<file path="src/rtl/mcs_pkg.sv">
`timescale 1ns / 1ps
package mcs_pkg;

	// Fixed field widths
	localparam int PRICE_W   = 32;
	localparam int ALPHA_W   = 17;
	localparam int VAL_W     = 33;
	localparam int DELTA_W   = VAL_W + 1;
	localparam int PROD_W    = DELTA_W + ALPHA_W + 1;
	localparam int CFG_IDX_W = 3;
	localparam int IN_DATA_W = 32;
	localparam int OUT_DATA_W = 104;

	// Configuration register indexes
	localparam logic [CFG_IDX_W-1:0] REG_FAST_ALPHA   = 3'd0;
	localparam logic [CFG_IDX_W-1:0] REG_SLOW_ALPHA   = 3'd1;
	localparam logic [CFG_IDX_W-1:0] REG_SIGNAL_ALPHA = 3'd2;
	localparam logic [CFG_IDX_W-1:0] REG_BUY_MODE     = 3'd3;
	localparam logic [CFG_IDX_W-1:0] REG_SELL_MODE    = 3'd4;

	// Register reset values
	localparam logic [ALPHA_W-1:0] FAST_ALPHA_RST   = 17'd11916;
	localparam logic [ALPHA_W-1:0] SLOW_ALPHA_RST   = 17'd5243;
	localparam logic [ALPHA_W-1:0] SIGNAL_ALPHA_RST = 17'd32768;

	// Sample counter codes
	localparam logic [1:0] CNT_NONE   = 2'd0;
	localparam logic [1:0] CNT_SEEDED = 2'd1;
	localparam logic [1:0] CNT_SIGNAL = 2'd2;

	// Crossing modes
	localparam logic MODE_LINE_CROSS = 1'b0;

	// Commands from the controller to the datapath
	typedef struct packed {
		logic load_in;
		logic mul_fast;
		logic upd_fast;
		logic mul_slow;
		logic upd_slow;
		logic calc_dif;
		logic mul_sig;
		logic upd_sig;
		logic load_out;
	} mcs_cmd_t;

	// Status from the datapath to the controller
	typedef struct packed {
		logic seed;
		logic out_free;
	} mcs_status_t;

endpackage

</file>
<file path="src/rtl/mcs_ctrl.sv">
`timescale 1ns / 1ps
module mcs_ctrl (
	input  logic               clk,
	input  logic               arst_n,
	input  logic               s_valid,
	output logic               s_ready,
	input  mcs_pkg::mcs_status_t status,
	output mcs_pkg::mcs_cmd_t    cmd
);
	import mcs_pkg::*;

	typedef enum logic [7:0] {
		S_IDLE  = 8'b0000_0001,
		S_FAST  = 8'b0000_0010,
		S_SLOW  = 8'b0000_0100,
		S_SLOWU = 8'b0000_1000,
		S_DIF   = 8'b0001_0000,
		S_MSIG  = 8'b0010_0000,
		S_SIGU  = 8'b0100_0000,
		S_FIN   = 8'b1000_0000
	} state_t;

	state_t state_q;
	state_t state_d;

	// Next state: seeding words skip straight to the result.
	always_comb begin
		state_d = state_q;
		case (state_q)
			S_IDLE:  if (s_valid) state_d = S_FAST;
			S_FAST:  state_d = status.seed ? S_FIN : S_SLOW;
			S_SLOW:  state_d = S_SLOWU;
			S_SLOWU: state_d = S_DIF;
			S_DIF:   state_d = S_MSIG;
			S_MSIG:  state_d = S_SIGU;
			S_SIGU:  state_d = S_FIN;
			S_FIN:   if (status.out_free) state_d = S_IDLE;
			default: state_d = S_IDLE;
		endcase
	end

	always_ff @(posedge clk or negedge arst_n) begin
		if (!arst_n) begin
			state_q <= S_IDLE;
		end else begin
			state_q <= state_d;
		end
	end

	// Command decode
	assign s_ready      = (state_q == S_IDLE);
	assign cmd.load_in  = (state_q == S_IDLE) && s_valid;
	assign cmd.mul_fast = (state_q == S_FAST);
	assign cmd.upd_fast = (state_q == S_SLOW);
	assign cmd.mul_slow = (state_q == S_SLOW);
	assign cmd.upd_slow = (state_q == S_SLOWU);
	assign cmd.calc_dif = (state_q == S_DIF);
	assign cmd.mul_sig  = (state_q == S_MSIG);
	assign cmd.upd_sig  = (state_q == S_SIGU);
	assign cmd.load_out = (state_q == S_FIN) && status.out_free;

endmodule

</file>
<file path="src/rtl/mcs_datapath.sv">
`timescale 1ns / 1ps
module mcs_datapath #(
	parameter int ALPHA_FRAC_BITS = 16
) (
	input  logic                                clk,
	input  logic                                arst_n,
	input  logic                                cfg_wr_en,
	input  logic [mcs_pkg::CFG_IDX_W-1:0]       cfg_addr,
	input  logic [mcs_pkg::ALPHA_W-1:0]         cfg_wdata,
	input  logic [mcs_pkg::PRICE_W-1:0]         in_price,
	input  logic                                in_restart,
	input  mcs_pkg::mcs_cmd_t                   cmd,
	output mcs_pkg::mcs_status_t                status,
	input  logic                                m_ready,
	output logic                                m_valid,
	output logic [mcs_pkg::OUT_DATA_W-1:0]      m_data
);
	import mcs_pkg::*;

	localparam int CW = (ALPHA_FRAC_BITS + 1 > ALPHA_W) ? ALPHA_FRAC_BITS + 1 : ALPHA_W;
	localparam logic [CW-1:0] ONE_C = {{(CW-1){1'b0}}, 1'b1} << ALPHA_FRAC_BITS;
	localparam logic signed [PROD_W-1:0] HALF_C =
		{{(PROD_W-1){1'b0}}, 1'b1} << (ALPHA_FRAC_BITS - 1);
	localparam logic signed [VAL_W-1:0] S33_MAX = {1'b0, {(VAL_W-1){1'b1}}};
	localparam logic signed [VAL_W-1:0] S33_MIN = {1'b1, {(VAL_W-1){1'b0}}};

	// A weight above one acts as one.
	function automatic logic [ALPHA_W-1:0] clamp_alpha(input logic [ALPHA_W-1:0] a);
		logic [CW-1:0] a_ext;
		a_ext = {{(CW-ALPHA_W){1'b0}}, a};
		if (a_ext > ONE_C)
			return ONE_C[ALPHA_W-1:0];
		return a;
	endfunction

	logic [ALPHA_W-1:0] fast_alpha_q, slow_alpha_q, signal_alpha_q;
	logic               buy_mode_q, sell_mode_q;

	logic [PRICE_W-1:0]      price_q;
	logic                    restart_q;
	logic [PRICE_W-1:0]      fast_avg_q, slow_avg_q;
	logic signed [VAL_W-1:0] sig_avg_q, dif_q;
	logic signed [VAL_W-1:0] last_dif_q, last_dea_q, last_hist_q;
	logic [1:0]              count_q;
	logic                    in_pos_q;
	logic signed [PROD_W-1:0] prod_q;

	logic                    out_valid_q;
	logic signed [VAL_W-1:0] out_dif_q, out_dea_q, out_hist_q;
	logic                    out_buy_q, out_sell_q, out_hold_q;

	logic                     seed;
	logic signed [DELTA_W-1:0] mul_delta;
	logic [ALPHA_W-1:0]       mul_alpha;
	logic signed [PROD_W-1:0] step;
	logic [PRICE_W-1:0]       avg_sel;
	logic signed [PROD_W:0]   price_sum;
	logic [PRICE_W-1:0]       price_new;
	logic signed [PROD_W:0]   sig_sum;
	logic                     sig_fits;
	logic signed [VAL_W-1:0]  sig_new;
	logic signed [DELTA_W-1:0] hist_wide;
	logic signed [VAL_W-1:0]  hist;
	logic                     buy, sell;

	// Configuration registers
	always_ff @(posedge clk or negedge arst_n) begin
		if (!arst_n) begin
			fast_alpha_q   <= FAST_ALPHA_RST;
			slow_alpha_q   <= SLOW_ALPHA_RST;
			signal_alpha_q <= SIGNAL_ALPHA_RST;
			buy_mode_q     <= 1'b1;
			sell_mode_q    <= 1'b1;
		end else if (cfg_wr_en) begin
			case (cfg_addr)
				REG_FAST_ALPHA:   fast_alpha_q   <= cfg_wdata;
				REG_SLOW_ALPHA:   slow_alpha_q   <= cfg_wdata;
				REG_SIGNAL_ALPHA: signal_alpha_q <= cfg_wdata;
				REG_BUY_MODE:     buy_mode_q     <= cfg_wdata[0];
				REG_SELL_MODE:    sell_mode_q    <= cfg_wdata[0];
				default: ;
			endcase
		end
	end

	assign seed            = restart_q || (count_q == CNT_NONE);
	assign status.seed     = seed;
	assign status.out_free = !out_valid_q || m_ready;

	// Shared multiplier operand selection
	always_comb begin
		mul_delta = $signed({2'b00, price_q}) - $signed({2'b00, fast_avg_q});
		mul_alpha = clamp_alpha(fast_alpha_q);
		if (cmd.mul_slow) begin
			mul_delta = $signed({2'b00, price_q}) - $signed({2'b00, slow_avg_q});
			mul_alpha = clamp_alpha(slow_alpha_q);
		end else if (cmd.mul_sig) begin
			mul_delta = $signed({dif_q[VAL_W-1], dif_q}) -
				$signed({sig_avg_q[VAL_W-1], sig_avg_q});
			mul_alpha = clamp_alpha(signal_alpha_q);
		end
	end

	// Rounded weighted step from the registered product
	assign step = (prod_q + HALF_C) >>> ALPHA_FRAC_BITS;

	// Price average update with saturation to the unsigned range
	assign avg_sel   = cmd.upd_slow ? slow_avg_q : fast_avg_q;
	assign price_sum = $signed({{(PROD_W+1-PRICE_W){1'b0}}, avg_sel}) +
		$signed({step[PROD_W-1], step});
	always_comb begin
		if (price_sum[PROD_W])
			price_new = '0;
		else if (|price_sum[PROD_W-1:PRICE_W])
			price_new = '1;
		else
			price_new = price_sum[PRICE_W-1:0];
	end

	// Signal average update with saturation to the signed range; the first update after seeding takes dif as it is
	assign sig_sum  = $signed({{(PROD_W+1-VAL_W){sig_avg_q[VAL_W-1]}}, sig_avg_q}) +
		$signed({step[PROD_W-1], step});
	assign sig_fits = (&sig_sum[PROD_W:VAL_W-1]) || !(|sig_sum[PROD_W:VAL_W-1]);
	always_comb begin
		if (count_q == CNT_SEEDED)
			sig_new = dif_q;
		else if (sig_fits)
			sig_new = sig_sum[VAL_W-1:0];
		else
			sig_new = sig_sum[PROD_W] ? S33_MIN : S33_MAX;
	end

	// Histogram and crossing detection
	assign hist_wide = $signed({dif_q[VAL_W-1], dif_q}) -
		$signed({sig_avg_q[VAL_W-1], sig_avg_q});
	always_comb begin
		if (hist_wide[DELTA_W-1] == hist_wide[VAL_W-1])
			hist = hist_wide[VAL_W-1:0];
		else
			hist = hist_wide[DELTA_W-1] ? S33_MIN : S33_MAX;
	end

	always_comb begin
		buy  = 1'b0;
		sell = 1'b0;
		if (!in_pos_q) begin
			if (buy_mode_q == MODE_LINE_CROSS)
				buy = (last_dif_q <= last_dea_q) && (dif_q > sig_avg_q);
			else
				buy = (last_hist_q <= 0) && (hist > 0);
		end else begin
			if (sell_mode_q == MODE_LINE_CROSS)
				sell = (last_dif_q >= last_dea_q) && (dif_q < sig_avg_q);
			else
				sell = (last_dif_q >= 0) && (dif_q < 0);
		end
	end

	// Working registers
	always_ff @(posedge clk) begin
		if (cmd.load_in) begin
			price_q   <= in_price;
			restart_q <= in_restart;
		end
		if (cmd.mul_fast || cmd.mul_slow || cmd.mul_sig)
			prod_q <= mul_delta * $signed({1'b0, mul_alpha});
		if (cmd.upd_fast)
			fast_avg_q <= price_new;
		if (cmd.upd_slow)
			slow_avg_q <= price_new;
		if (cmd.calc_dif)
			dif_q <= $signed({1'b0, fast_avg_q}) - $signed({1'b0, slow_avg_q});
		if (cmd.upd_sig)
			sig_avg_q <= sig_new;
		if (cmd.load_out) begin
			if (seed) begin
				fast_avg_q  <= price_q;
				slow_avg_q  <= price_q;
				sig_avg_q   <= '0;
				last_dif_q  <= '0;
				last_dea_q  <= '0;
				last_hist_q <= '0;
				out_dif_q   <= '0;
				out_dea_q   <= '0;
				out_hist_q  <= '0;
				out_buy_q   <= 1'b0;
				out_sell_q  <= 1'b0;
				out_hold_q  <= 1'b0;
			end else begin
				last_dif_q  <= dif_q;
				last_dea_q  <= sig_avg_q;
				last_hist_q <= hist;
				out_dif_q   <= dif_q;
				out_dea_q   <= sig_avg_q;
				out_hist_q  <= hist;
				out_buy_q   <= buy;
				out_sell_q  <= sell;
				out_hold_q  <= (in_pos_q || buy) && !sell;
			end
		end
	end

	// Series control state
	always_ff @(posedge clk or negedge arst_n) begin
		if (!arst_n) begin
			count_q  <= CNT_NONE;
			in_pos_q <= 1'b0;
		end else if (cmd.upd_sig && count_q == CNT_SEEDED) begin
			count_q <= CNT_SIGNAL;
		end else if (cmd.load_out) begin
			if (seed) begin
				count_q  <= CNT_SEEDED;
				in_pos_q <= 1'b0;
			end else begin
				in_pos_q <= (in_pos_q || buy) && !sell;
			end
		end
	end

	// Output register
	always_ff @(posedge clk or negedge arst_n) begin
		if (!arst_n) begin
			out_valid_q <= 1'b0;
		end else if (cmd.load_out) begin
			out_valid_q <= 1'b1;
		end else if (m_ready) begin
			out_valid_q <= 1'b0;
		end
	end

	assign m_valid = out_valid_q;
	assign m_data  = {2'b00, out_hold_q, out_sell_q, out_buy_q,
		out_hist_q, out_dea_q, out_dif_q};

	// The sample counter only uses its three defined codes.
	a_count_code: assert property (@(posedge clk) disable iff (!arst_n)
		count_q != 2'd3)
		else $error("sample counter took an undefined code");

	// A seeding sample reports all zeros.
	a_seed_zero: assert property (@(posedge clk) disable iff (!arst_n)
		cmd.load_out && seed |=> m_data == '0)
		else $error("seeding result is not zero");

	// Buy and sell never fire together.
	a_buy_sell: assert property (@(posedge clk) disable iff (!arst_n)
		out_valid_q |-> !(out_buy_q && out_sell_q))
		else $error("buy and sell fired on one sample");

	// The position flag follows the signals.
	a_pos_flag: assert property (@(posedge clk) disable iff (!arst_n)
		out_valid_q |-> (!out_buy_q || out_hold_q) && (!out_sell_q || !out_hold_q))
		else $error("holding flag disagrees with the signals");

endmodule

</file>
<file path="src/rtl/macd_crossover_signal.sv">
`timescale 1ns / 1ps
// MACD indicator with crossover trade signals.
// Input stream: one closing price per period in s_axis_tdata (unsigned Q16.16);
// s_axis_tuser set marks the first sample of a new series, which seeds the
// averages, clears the position and reports all-zero results.
// Output stream: one word per input word with dif, dea, hist and the
// buy, sell and holding flags.
// The configuration port writes the average weights and crossing modes; write
// it only while no sample is in flight.
// Sequencing: one multiplier is shared by the fast, slow and signal averages,
// so a normal sample steps through the FAST, SLOW, SLOWU, DIF, MSIG, SIGU and
// FIN states before its result is registered (a seeding sample goes from FAST
// straight to FIN), and the next word is accepted in the cycle after the result
// is registered; no new word is taken while a sample is in flight.
// Reset puts the weights and modes at their defaults and starts with no series,
// so the first sample seeds.  The output register holds its word until taken;
// a finished result waits for it to free, which holds off the next input word.
module macd_crossover_signal #(
	parameter int ALPHA_FRAC_BITS = 16
) (
	input  logic                                 clk,
	input  logic                                 arst_n,
	input  logic                                 cfg_wr_en,
	input  logic [mcs_pkg::CFG_IDX_W-1:0]        cfg_addr,
	input  logic [mcs_pkg::ALPHA_W-1:0]          cfg_wdata,
	input  logic                                 s_axis_tvalid,
	output logic                                 s_axis_tready,
	// [31:0] close_price
	input  logic [mcs_pkg::IN_DATA_W-1:0]        s_axis_tdata,
	// [0] restart
	input  logic                                 s_axis_tuser,
	output logic                                 m_axis_tvalid,
	input  logic                                 m_axis_tready,
	// [32:0] dif_out, [65:33] dea_out, [98:66] hist_out, [99] buy flag,
	// [100] sell flag, [101] holding, [103:102] zero
	output logic [mcs_pkg::OUT_DATA_W-1:0]       m_axis_tdata
);
	import mcs_pkg::*;

	mcs_cmd_t    cmd;
	mcs_status_t status;

	mcs_ctrl u_ctrl (
		.clk     (clk),
		.arst_n  (arst_n),
		.s_valid (s_axis_tvalid),
		.s_ready (s_axis_tready),
		.status  (status),
		.cmd     (cmd)
	);

	mcs_datapath #(
		.ALPHA_FRAC_BITS (ALPHA_FRAC_BITS)
	) u_datapath (
		.clk        (clk),
		.arst_n     (arst_n),
		.cfg_wr_en  (cfg_wr_en),
		.cfg_addr   (cfg_addr),
		.cfg_wdata  (cfg_wdata),
		.in_price   (s_axis_tdata[PRICE_W-1:0]),
		.in_restart (s_axis_tuser),
		.cmd        (cmd),
		.status     (status),
		.m_ready    (m_axis_tready),
		.m_valid    (m_axis_tvalid),
		.m_data     (m_axis_tdata)
	);

endmodule

</file>
<file path="config.mk">
export PLATFORM = sky130hd
export DESIGN_NAME = macd_crossover_signal
export DESIGN_NICKNAME = d
export VERILOG_FILES = /design/src/rtl/mcs_pkg.sv /design/src/rtl/mcs_ctrl.sv /design/src/rtl/mcs_datapath.sv /design/src/rtl/macd_crossover_signal.sv
export SDC_FILE = /design/constraint.sdc
export NUM_CORES = 2
export LEC_CHECK = 0
export ABC_AREA = 1
export BUFFER_PORTS_ARGS = -buffer_cell sky130_fd_sc_hd__buf_2
export CAP_MARGIN = 20
export CORE_ASPECT_RATIO = 0.6
export CORE_UTILIZATION = 50
export CTS_CLUSTER_DIAMETER = 120
export DETAILED_ROUTE_END_ITERATION = 16
export PLACE_DENSITY_LB_ADDON = 0.25
export RECOVER_POWER = 25
export REMOVE_ABC_BUFFERS = 1
export SYNTH_ARGS = -nofsm -noshare
export SYNTH_HDL_FRONTEND = slang
export SYNTH_SLANG_ARGS = --single-unit
</file>
<file path="constraint.sdc">
create_clock -name clk -period 7.1 [get_ports clk]
set_input_delay 1.42 -clock clk [delete_from_list [all_inputs] [get_ports clk]]
set_output_delay 1.42 -clock clk [all_outputs]
set_load 0.05 [all_outputs]
</file>
==> out/qor.csv <==
stage;metric;value;unit
sta;setup_viol;35;
die;rows;87;
critical_path;critPathBufInv;12;
hold_path;min_path_type;reg -> reg;
hold_path;min_path_cells;2;
sta;tightest_slew;3.64;ns
synthesis;ys_types;68;
synthesis;ys_top_cells_by_count;inv_1, nand2_1, nor2_1;
clocking;cts_root_buffer;clkbuf_16;
synthesis;netlist_area;48300;um^2
layout;seqCellArea;9750;um^2
sta;holdWs;0.510;ns
critical_path;reg2regPathDepth;37;
clocking;cts_made_buffers;42;
routing;drt-pass1-iter-count;6;
clocking;hold_buffers;0;
routing;vias;50000;
global_routing;grt_use_total;39.5;%
place;placed_cells;8766;
clocking;cts_tree;done;
status;status;finished, violations left;
die;dieArea;97800;um^2
critical_path;critPathSlowestCell;fa_1;
die;die_h;243;um
clocking;htreeDepth;2;
critical_path;path_common_cell;buf_4;
critical_path;worstPathRequired;7.48;ns
synthesis;ys_seq_area_share;20.2;%
sta;min_period;8.19;ns
routing;routedWlPerCell;22.1;um
layout;finalNonFillerCells;8936;
routing;wl;197;mm
die;initial_utilization;50.9;%
synthesis;yosysWarnings;0;
global_routing;grt.overflow.total;0;
critical_path;timing.rr.end;u_datapath.prod_q[37]$_DFFE_PP_;
critical_path;timing.rr.start;u_datapath.price_q[7]$_DFFE_PP_;
place;place.gp.congestion;1.06;
sta;fin_ws;-1.09;ns
sta;slew_violations;136;
global_routing;grt_antenna_before_repair;2;
global_routing;grt_pass1_wl;289;mm
critical_path;rrSetupSlack;-1.09;ns
routing;viasPerCell;5.59;
hold_path;min_to;u_datapath.slow_alpha_q[3]$_DFFE_PN1P_;
global_routing;grt_max_degree;80;
sta;post-route-period-util;115;%
sta;rsz0062_at_grt;true;
critical_path;start_kind;flip-flop;
sta;fmax;122;MHz
layout;area_growth;31.7;%
routing;drtIter0Drc;6625;
clocking;cts_sinks;367;
synthesis;synth_seq_cells;367;
layout;fillerInstances;7988;
place;dp_hpwl;166;mm
critical_path;critical_path.max_fanout;3;
critical_path;path_delay_family;adder cells;
hold_path;worstHoldStart;u_datapath.slow_alpha_q[3]$_DFFE_PN1P_;
synthesis;synth-main-ff-cell;edfxtp_1;
critical_path;worst_path_largest_cell_delay;0.56;ns
status;violations;max-capacitance violations, max-slew violations, negative setup slack;
job;drv_cap;3;
synthesis;synth_top_area_share;22.8;%
synthesis;avgSynthCellArea;7.62;um^2
layout;postLayoutCoreUtil;67.1;%
die;io_pins;164;
layout;nets;8578;
routing;antenna_left;0;
sta;slew-limit-headroom;-143;%
critical_path;cp-end-kind;flip-flop;
die;core_area;94800;um^2
global_routing;grt_pass1_vias;46800;
synthesis;yosysMostFrequentCell;inv_1;
critical_path;path_class;reg -> reg;
place;io_buffers;161;
sta;hold_viol;0;
critical_path;cp.arrival;8.56;ns
routing;drc;0;
sta;final.setup_skew;0.0237;ns
synthesis;netlist_instances;6335;
synthesis;synth_top_area_cell;fa_1;
synthesis;synth-edff-count;205;
clocking;cts.clk_slew.worst_paths;0.07;ns
die;die_x;403;um
synthesis;synthArstFlopShare;17.7;%
clocking;clk_latency;0.63;ns
layout;multi_input_area;35100;um^2
sta;finalSetupTns;-28.22;ns
layout;drive_gt1_share;25.9;%
synthesis;synth.area.top_cells;fa_1, edfxtp_1, inv_1;
clocking;clk_path_buf_depth;3;
-- final cells by class --
| cell class | instances | share of cell area (%) |
|---|---|---|
| flip-flops and latches | 367 | 15.3 |
| diodes | 1 | 0.00394 |
| repair buffers | 1422 | 17.3 |
| clock inverters | 22 | 0.358 |
| multi-input cells | 4511 | 55.1 |
| clock buffers | 55 | 1.86 |
| inverters | 1268 | 7.51 |
| well taps | 1290 | 2.54 |
-- sequential cells by signal, summed over array words and instances (netlist names), 2 cells and up --
register and cells:
u_datapath.price_q 32, u_datapath.signal_alpha_q 17, u_ctrl.state_q 8, u_datapath.dif_q 33
u_datapath.sig_avg_q 33, u_datapath.fast_avg_q 32, u_datapath.fast_alpha_q 17, u_datapath.out_dif_q 33
u_datapath.slow_avg_q 32, u_datapath.slow_alpha_q 17, u_datapath.out_hist_q 33, u_datapath.out_dea_q 33
u_datapath.count_q 2, u_datapath.prod_q 37
-- what timing repair did --
action,4_1_cts,5_1_grt
setup buffers,61,34
cloned,0,1
pin swaps,150,138
gates resized for setup,432,173
endpoints found under the setup margin,37,69
-- cells in the final DEF, fill, tap and decap left out, drive strengths merged, types with 54 or more instances in the layout --
master and count:
a21oi 516, buf 1401, clkbuf 76, dfxtp 97, edfxtp 205, fa 549, ha 359, inv 1269
nand2 1135, nand3 343, nor2 645, nor3 54, o21ai 374, xnor2 85, xor2 129
-- how the worst max path moves through the flow --
stage	startpoint	endpoint	cells after the start
6_report	u_datapath.price_q[7]$_DFFE_PP_	u_datapath.prod_q[37]$_DFFE_PP_	37
5_1_grt	u_datapath.price_q[0]$_DFFE_PP_	u_datapath.prod_q[48]$_DFFE_PP_	42
3_5_place_dp	u_datapath.price_q[0]$_DFFE_PP_	u_datapath.prod_q[28]$_DFFE_PP_	36
3_3_place_gp	u_datapath.price_q[0]$_DFFE_PP_	u_datapath.prod_q[28]$_DFFE_PP_	36
4_1_cts	u_datapath.price_q[0]$_DFFE_PP_	u_datapath.prod_q[44]$_DFFE_PP_	45
2_1_floorplan	u_ctrl.state_q[4]$_DFFE_PN0P_	u_datapath.prod_q[41]$_DFFE_PP_	31
-- routing by layer --
| layer | wire, um | up-vias | track usage (%) |
|---|---|---|---|
| met5 | 136 | - | 0 |
| met4 | 3780 | 4 | 6.71 |
| met3 | 34800 | 252 | 19.6 |
| met2 | 69400 | 3086 | 47.0 |
| met1 | 89200 | 23900 | 62.2 |
| li1 | - | 22700 | - |
-- cells by family after synthesis --
family / Yosys count / share of synthesized area (%)
and+or+nand+nor: 2319 / 19.9
xor gates and xnor gates: 214 / 3.88
buffers and inverters: 1458 / 11.6
other: 1 / 0.00777
adders and majority gates: 908 / 32.1
DFF: 367 / 20.2
AOI/OAI and AO/OA: 1068 / 12.3
-- metrics by stage --
stage               cell area [um^2]  setup WS, ns
floorplan                      47400         -3.48
global placement               59100         -1.65
detailed placement             59100         -1.70
finish                         63600         -1.09
global route                   63600         -1.41
CTS                            62700        -0.928
-- worst register-to-register path: cells and delay by family, from the launching register on --
family | cells | cell delay, ns
AO/OA/AOI/OAI | 9 | 1.21
XOR/XNOR | 1 | 0.13
adder cells (fa/ha/maj) | 8 | 3.66
buffers and inverters | 12 | 1.48
flip-flops | 1 | 0.48
AND/OR/NAND/NOR | 7 | 0.97
Power is left out: the tool's default activity adds up to more than one toggle a clock period on the data nets, which glitch-free logic cannot reach.
